==> src/hdl/rigid_pose_compose_macros.svh <==
// Assertion macros shared by the rigid pose composition RTL.
// Each macro expects clk and rst_n to be visible in the enclosing module.
`ifndef RIGID_POSE_COMPOSE_MACROS_SVH
`define RIGID_POSE_COMPOSE_MACROS_SVH

// The consequent must hold in the same cycle as the antecedent.
`define RPC_ASSERT_NOW(label, ante, cons, msg) \
    label: assert property (@(posedge clk) disable iff (!rst_n) (ante) |-> (cons)) \
        else $error(msg);

// The consequent must hold in the cycle after the antecedent.
`define RPC_ASSERT_NEXT(label, ante, cons, msg) \
    label: assert property (@(posedge clk) disable iff (!rst_n) (ante) |=> (cons)) \
        else $error(msg);

`endif

==> src/hdl/rpc_pkg.sv <==
// Package for the rigid pose composition block: widths, register indices,
// the parent pose record and the saturation helpers.
// Used by every other file of the block but the assertion macros.
package rpc_pkg;

    localparam int Q_W            = 16;
    localparam int P_W            = 32;
    localparam int QUAT_FRAC_BITS = 14;

    localparam int QP_W   = 2 * Q_W;
    localparam int QSUM_W = QP_W + 2;
    localparam int QRND_W = QSUM_W - QUAT_FRAC_BITS;
    localparam int CP_W   = Q_W + P_W;
    localparam int CSUM_W = CP_W + 2;
    localparam int D_W    = CSUM_W - QUAT_FRAC_BITS;
    localparam int RP_W   = Q_W + D_W;
    localparam int RSUM_W = RP_W + 2;
    localparam int R_W    = RSUM_W - QUAT_FRAC_BITS;
    localparam int PSUM_W = ((R_W > P_W) ? R_W : P_W) + 2;

    localparam int APB_AW = 5;
    localparam int APB_DW = 32;

    typedef enum logic [2:0] {
        REG_QX,
        REG_QY,
        REG_QZ,
        REG_QW,
        REG_PX,
        REG_PY,
        REG_PZ
    } reg_idx_t;

    localparam logic signed [Q_W-1:0] QW_RESET = Q_W'(1) << QUAT_FRAC_BITS;

    typedef struct packed {
        logic signed [Q_W-1:0] qx;
        logic signed [Q_W-1:0] qy;
        logic signed [Q_W-1:0] qz;
        logic signed [Q_W-1:0] qw;
        logic signed [P_W-1:0] px;
        logic signed [P_W-1:0] py;
        logic signed [P_W-1:0] pz;
    } parent_t;

    function automatic logic signed [Q_W-1:0] sat_q(input logic signed [QRND_W-1:0] x);
        logic signed [Q_W-1:0] r;
        if ((&x[QRND_W-1:Q_W-1]) || !(|x[QRND_W-1:Q_W-1])) begin
            r = x[Q_W-1:0];
        end
        else if (x[QRND_W-1]) begin
            r = {1'b1, {(Q_W-1){1'b0}}};
        end
        else begin
            r = {1'b0, {(Q_W-1){1'b1}}};
        end
        return r;
    endfunction

    function automatic logic signed [P_W-1:0] sat_p(input logic signed [PSUM_W-1:0] x);
        logic signed [P_W-1:0] r;
        if ((&x[PSUM_W-1:P_W-1]) || !(|x[PSUM_W-1:P_W-1])) begin
            r = x[P_W-1:0];
        end
        else if (x[PSUM_W-1]) begin
            r = {1'b1, {(P_W-1){1'b0}}};
        end
        else begin
            r = {1'b0, {(P_W-1){1'b1}}};
        end
        return r;
    endfunction

endpackage

==> src/hdl/rpc_cfg_regs.sv <==
// APB register file holding the parent pose.
// Depends on rpc_pkg for the register indices and the parent pose record.
module rpc_cfg_regs (
    input  logic                            clk,
    input  logic                            rst_n,
    input  logic                            psel,
    input  logic                            penable,
    input  logic                            pwrite,
    input  logic [rpc_pkg::APB_AW-1:0]      paddr,
    input  logic [rpc_pkg::APB_DW-1:0]      pwdata,
    output logic [rpc_pkg::APB_DW-1:0]      prdata,
    output logic                            pready,
    output rpc_pkg::parent_t                parent
);

    localparam int Q_W = rpc_pkg::Q_W;
    localparam int P_W = rpc_pkg::P_W;
    localparam int DW  = rpc_pkg::APB_DW;

    rpc_pkg::parent_t  parent_reg;
    rpc_pkg::parent_t  parent_next;
    rpc_pkg::reg_idx_t idx;
    logic              wr_en;

    assign idx    = rpc_pkg::reg_idx_t'(paddr[rpc_pkg::APB_AW-1:2]);
    assign wr_en  = psel && penable && pwrite;
    assign pready = 1'b1;
    assign parent = parent_reg;

    always_comb
    begin
        parent_next = parent_reg;
        if (wr_en)
        begin
            unique case (idx)
                rpc_pkg::REG_QX: parent_next.qx = pwdata[Q_W-1:0];
                rpc_pkg::REG_QY: parent_next.qy = pwdata[Q_W-1:0];
                rpc_pkg::REG_QZ: parent_next.qz = pwdata[Q_W-1:0];
                rpc_pkg::REG_QW: parent_next.qw = pwdata[Q_W-1:0];
                rpc_pkg::REG_PX: parent_next.px = pwdata[P_W-1:0];
                rpc_pkg::REG_PY: parent_next.py = pwdata[P_W-1:0];
                rpc_pkg::REG_PZ: parent_next.pz = pwdata[P_W-1:0];
                default:         parent_next = parent_reg;
            endcase
        end
    end

    always_ff @(posedge clk or negedge rst_n)
    begin
        if (!rst_n)
        begin
            parent_reg <= '{qx: '0, qy: '0, qz: '0, qw: rpc_pkg::QW_RESET,
                           px: '0, py: '0, pz: '0};
        end
        else
        begin
            parent_reg <= parent_next;
        end
    end

    always_comb
    begin
        unique case (idx)
            rpc_pkg::REG_QX: prdata = DW'(unsigned'(parent_reg.qx));
            rpc_pkg::REG_QY: prdata = DW'(unsigned'(parent_reg.qy));
            rpc_pkg::REG_QZ: prdata = DW'(unsigned'(parent_reg.qz));
            rpc_pkg::REG_QW: prdata = DW'(unsigned'(parent_reg.qw));
            rpc_pkg::REG_PX: prdata = DW'(unsigned'(parent_reg.px));
            rpc_pkg::REG_PY: prdata = DW'(unsigned'(parent_reg.py));
            rpc_pkg::REG_PZ: prdata = DW'(unsigned'(parent_reg.pz));
            default:         prdata = '0;
        endcase
    end

endmodule

==> config.mk <==
export PLATFORM = sky130hd
export DESIGN_NAME = rpc_cfg_regs
export DESIGN_NICKNAME = d
export VERILOG_FILES = /design/src/hdl/rigid_pose_compose_macros.svh /design/src/hdl/rpc_pkg.sv /design/src/hdl/rpc_cfg_regs.sv
export SDC_FILE = /design/constraint.sdc
export NUM_CORES = 1
export LEC_CHECK = 0
export BUFFER_PORTS_ARGS = -buffer_cell sky130_fd_sc_hd__buf_4
export CAP_MARGIN = 20
export CORE_ASPECT_RATIO = 0.75
export CORE_MARGIN = 3
export CORE_UTILIZATION = 56
export DETAILED_ROUTE_END_ITERATION = 6
export PLACE_DENSITY_LB_ADDON = 0.12
export SLEW_MARGIN = 20
export SYNTH_ARGS = -nofsm -noshare
export SYNTH_HDL_FRONTEND = slang
export SYNTH_SLANG_ARGS = --single-unit
==> constraint.sdc <==
create_clock -name clk -period 4.3 [get_ports clk]
set_clock_uncertainty 0.2 [all_clocks]
set_input_delay 0.43 -clock clk [delete_from_list [all_inputs] [get_ports clk]]
set_output_delay 0.43 -clock clk [all_outputs]
set_load 0.02 [all_outputs]
==> results.cfg, run 1 <==
[timing]
setup_slack_ps = 1450
grt_setup_unrepaired = no
finalMaxSlewViolations = 0
worst_hold_slack_ps = 57.7
worst_pin_slew_ps = 1080
min_period_over_period = 0.663
period_needed_ps = 2850
tns_ps = 0
fmax_ghz = 0.351
hold_viol_final = 0
setup_viol = 0
slew_headroom = 0.278

[run_status]
status = finished, final reports clean

[drt]
postRouteAntennaNets = 0
wl_per_cell_um = 21.4
drt_iter0_markers = 355
drt-total-wl_mm = 20.6
drc_errors = 0
num_vias = 5533
dr.pass1.iters = 4
viasPerCell = 5.76

[finish]
area.growth.synth_to_final_pct = 31.5
final_nets = 819
layout_commonest_cell = buf_4
diodes = 0
largest_reg_flops = 160
stdcell_area_sq_mm = 0.00995
final_cell_mix = buf_4 (240), dfrtp_1 (159), mux2_2 (148), mux2i_1 (47), nand2_1 (25)
layout-drive-gt1-share = 0.573

[global_route]
first_global_vias = 5822
grt_max_degree = 83
gr-total-overflow = 0
grtUsageTotal = 0.275
grt_pass1_wl_mm = 31.7
antenna_found_initial = 0

[power]
power_mw = 5.02
ir_drop_v = 0.000307
leakage_nw = 4.86
power_density_mw_per_mm2 = 504

[yosys]
synth_edf_count = 0
synth_area_sq_mm = 0.00756
synthCells = 559
yosysSeqAreaShare = 0.530
synthArstFlopShare = 1.00
synth_warnings = 0
synth_fp_nets = 601
ys.flop_type = dfrtp_1
syn_area_per_cell_sq_um = 13.5
synth_cell_types = 32
synth_seq_cells = 160

[die]
io_pins = 235
die_h_um = 107
start_util = 0.577
rows = 36
dieArea_sq_mm = 0.0149
dieWidth_um = 140
core_sq_mm = 0.0131

[clocking]
cts-resized-gates = 0
cts.sink_count = 160
cts_buffer_depth = 2
clockRootBuffer = clkbuf_16
cts_tree = built
htree_levels = 4
clkTransAtPathRegs_ps = 60
worstSkewPairLatency_ps = 410
numCtsBuffers = 17

[worst_setup_path]
endpoint_kind = output port
cp_top_family = buffers and inverters
max_stage_delay_ps = 570
crit_buf_inv = 3
cp.required_ps = 3670
critPathSlowestCell = buf_4
crit_fanout = 44
start_kind = input port
crit_top_cell = buf_4
worst_ep_arrival_time_ps = 2220
crit_chain = buf_4, buf_4, mux2i_1, or2_2, a21boi_0, buf_4
path_class = input port to output port

[worst_hold_path]
hp-class = input port to flop

[job]
cap_violations = 0

[placed_design]
port_buffers = 231
preCtsSetupSlack_ps = 1420
globalplace.congestion = 0.819
dpl-instance-area_sq_mm = 0.00941
dp_hpwl_mm = 13.8
## layer usage
layer	global-route usage	wire, um
met1	0.342	8300
met2	0.463	10300
met3	0.0843	1610
met4	0.0927	334
met5	0	0
## kinds of logic after synthesis
kind of cell | count (synthesis) | share of synthesized area
flops | 160 | 0.530
mux | 216 | 0.320
simple gates | 83 | 0.0659
other cells | 1 | 0.000496
compound gates | 55 | 0.0561
buf+inv | 44 | 0.0276
## layout make-up
| cell class | count | area [sq um] |
|---|---|---|
| tap | 171 | 214 |
| timing repair buffer | 242 | 1820 |
| sequential | 160 | 4010 |
| clock inverter | 7 | 35.0 |
| clock buffer | 24 | 492 |
| inverter | 1 | 3.75 |
| multi-input combinational | 355 | 3370 |
| fill | 860 | 3160 |
## worst paths after layout
path                        startpoint           to  slack, ps  cells past startpoint
setup / recovery              paddr[2]   prdata[22]       1450                      6
hold / removal              pwdata[31]   parent[31]         60                      2
setup reg to reg           parent[137]  parent[137]       3270                      1
hold reg to reg            parent[132]  parent[132]        320                      1
max in group asynchronous        rst_n  parent[113]       2440                      3
min in group asynchronous        rst_n   parent[49]        410                      2
## cells in the mapped netlist, types with 7 or more instances
cell	count	area share
mux2i_1	47	0.062
buf_2	20	0.013
nand3b_1	7	0.0069
a21boi_0	14	0.014
o211a_1	7	0.0093
o21a_1	16	0.016
or2_2	16	0.013
o21ai_0	7	0.0046
mux2_1	10	0.015
nand4b_1	14	0.016
mux2_2	148	0.22
nand2_1	25	0.012
mux2_4	10	0.020
nand3_1	8	0.0053
o221ai_1	9	0.010
dfrtp_1	159	0.53
clkbuf_1	17	0.0084
## per-stage QoR
step / util / instances
after global routing: 0.759 / 960
after global placement: 0.718 / 928
after floorplan: - / 559
after CTS: 0.759 / 960
final: 0.759 / 960
after detailed placement: 0.718 / 928
## repair_timing
action                                  CTS  global route
hold buffers                              1             0
endpoints found under the setup margin    0             0
hold endpoints to repair                 80             0
buffers inserted                          0             0
## report_power, final
group	total, mW	switching, mW	internal (mW)	leakage (nW)
registers	2.06	0.255	1.80	2.04
clock network	1.35	0.561	0.789	0.269
logic	1.61	0.834	0.775	2.55
No activity file was read; power rests on OpenSTA's default activity.
==> run 2: changes to the inputs <==
--- a/config.mk
+++ b/config.mk
@@ -9,7 +9,7 @@
 export CAP_MARGIN = 20
 export CORE_ASPECT_RATIO = 0.75
 export CORE_MARGIN = 3
-export CORE_UTILIZATION = 56
+export CORE_UTILIZATION = 47
 export DETAILED_ROUTE_END_ITERATION = 6
 export PLACE_DENSITY_LB_ADDON = 0.12
 export SLEW_MARGIN = 20
==> constraint.sdc (replaced) <==
create_clock -name clk -period 2.5 [get_ports clk]
set_clock_uncertainty 0.2 [all_clocks]
set_input_delay 0.25 -clock clk [delete_from_list [all_inputs] [get_ports clk]]
set_output_delay 0.25 -clock clk [all_outputs]
set_load 0.02 [all_outputs]
==> run 2 against run 1 <==
Compared with the run above:
- global-route usage decreased by 2.7 points
- clock power increased by 120%
- cell area increased by 7.1%
- hold slack improved by 150 ps
- wire length increased by 5.8%
- flip-flop and latch count unchanged
- first-iteration DRC count decreased by 31%
- worst setup slack got worse by 1200 ps
- combinational power increased by 76%
- largest cell class unchanged
- cell count increased by 8.9%
- sequential share of layout area decreased by 2.7 points
==> results.cfg, run 2 (synthesis gave the netlist of run 1 again) <==
[finish]
largest_reg_flops = 160
diodes = 0
final_cell_mix = buf_4 (254), dfrtp_1 (159), mux2_2 (148), mux2i_1 (47), dlygate4sd3_1 (33)
final_nets = 869
area.growth.synth_to_final_pct = 40.8
stdcell_area_sq_mm = 0.0106
n_fill_cell = 1142
layout_commonest_cell = buf_4
layout-drive-gt1-share = 0.563
final_cells = 1045

[worst_setup_path]
reg2reg_depth = 1
worst_ep_arrival_time_ps = 1760
path_class = input port to output port
endpoint_kind = output port
cp.required_ps = 2050
crit_fanout = 18
start_kind = input port

[timing]
finalMaxSlewViolations = 0
worst_pin_slew_ps = 659
fmax_ghz = 0.453
grt_setup_unrepaired = no
tns_ps = 0
min_period_over_period = 0.883
hold_viol_final = 0
slew_headroom = 0.561
setup_viol = 0
period_needed_ps = 2210

[drt]
wl_per_cell_um = 20.8
drt-total-wl_mm = 21.8
viasPerCell = 5.49
postRouteAntennaNets = 0
num_vias = 5741
drt_iter0_markers = 246
dr.pass1.iters = 4
drc_errors = 0

[global_route]
antenna_found_initial = 0
first_global_vias = 6205
gr-total-overflow = 0
grtUsageTotal = 0.248
grt_max_degree = 76
grt_pass1_wl_mm = 34.5

[power]
comb_power_share = 0.305
ir_drop_v = 0.000595
p_int_mw = 6.38
power_mw = 9.31
pwr-share-clk = 0.315
leakage_nw = 5.16
swShare = 0.315
seqPwrFrac = 0.380
switchingPower_mw = 2.93
power_density_mw_per_mm2 = 874

[clocking]
numCtsBuffers = 17
worstSkewPairLatency_ps = 410
clkTransAtPathRegs_ps = 60
htree_levels = 4
cts_buffer_depth = 2
clockRootBuffer = clkbuf_16
cts.sink_count = 160
cts_tree = built

[die]
core_sq_mm = 0.0155
die_h_um = 116
rows = 39
io_pins = 235
dieArea_sq_mm = 0.0177
dieWidth_um = 152
start_util = 0.489

[placed_design]
dp_cells = 980
globalplace.congestion = 0.814
port_buffers = 231
dp_hpwl_mm = 14.9
dpl-instance-area_sq_mm = 0.00964

[job]
cap_violations = 0

[worst_hold_path]
hp-class = input port to asynchronous set/reset pin

[run_status]
status = finished, final reports clean
==> run 2: power by group through the flow <==
stage | combinational (mW) | sequential [mW] | clock (mW)
finish | 2.84 | 3.54 | 2.93
global route | 3.01 | 3.61 | 3.09
CTS | 2.86 | 3.54 | 2.98
detailed placement | 2.81 | 3.57 | 0
global placement | 2.76 | 3.54 | 0
floorplan | 0.892 | 4.11 | 0
==> run 2: layer usage <==
layer	routed length, um	up-vias	GRT usage
met2	10500	202	0.412
li1	-	2569	-
met3	1580	29	0.0739
met5	0	-	0
met4	428	0	0.0807
met1	9210	2941	0.318
==> run 2: timing repair <==
item / CTS / global route
hold endpoints to repair: 220 / 0
setup endpoints to repair: 0 / 0
resized for setup: 0 / 0
setup buffers: 0 / 0
hold buffers: 33 / 0
==> run 2: final timing paths <==
kind / from / to / slack (ps)
max: paddr[2] / prdata[20] / 290
min: rst_n / parent[55] / 200
max reg2reg: parent[122] / parent[122] / 1470
min reg2reg: parent[131] / parent[131] / 320
max in group asynchronous: rst_n / parent[43] / 1170
min in group clk: penable / parent[8] / 240
==> run 2: area by class of cell <==
| type | instances | area [sq um] | share of cell area |
|---|---|---|---|
| clock buffers | 21 | 480 | 0.0451 |
| well taps | 205 | 256 | 0.0241 |
| flip-flops and latches | 160 | 4010 | 0.376 |
| clock inverters | 11 | 201 | 0.0189 |
| multi-input cells | 355 | 3370 | 0.317 |
| inverters | 1 | 3.75 | 0.000352 |
| repair buffers | 292 | 2330 | 0.219 |
==> run 2: through the flow <==
stage / setup slack [ps] / utilization / hold WS, ps
global route: 252 / 0.688 / 248
finish: 293 / 0.688 / 203
floorplan: 469 / - / -246
detailed placement: 308 / 0.623 / 95.1
global placement: 349 / 0.623 / 77.1
CTS: 298 / 0.688 / 229
==> run 2: critical path, cell delays in order <==
cell and delay (ps):
buf_4 230, buf_4 390, mux2i_1 130, or2_2 280
a21boi_0 230, buf_4 200
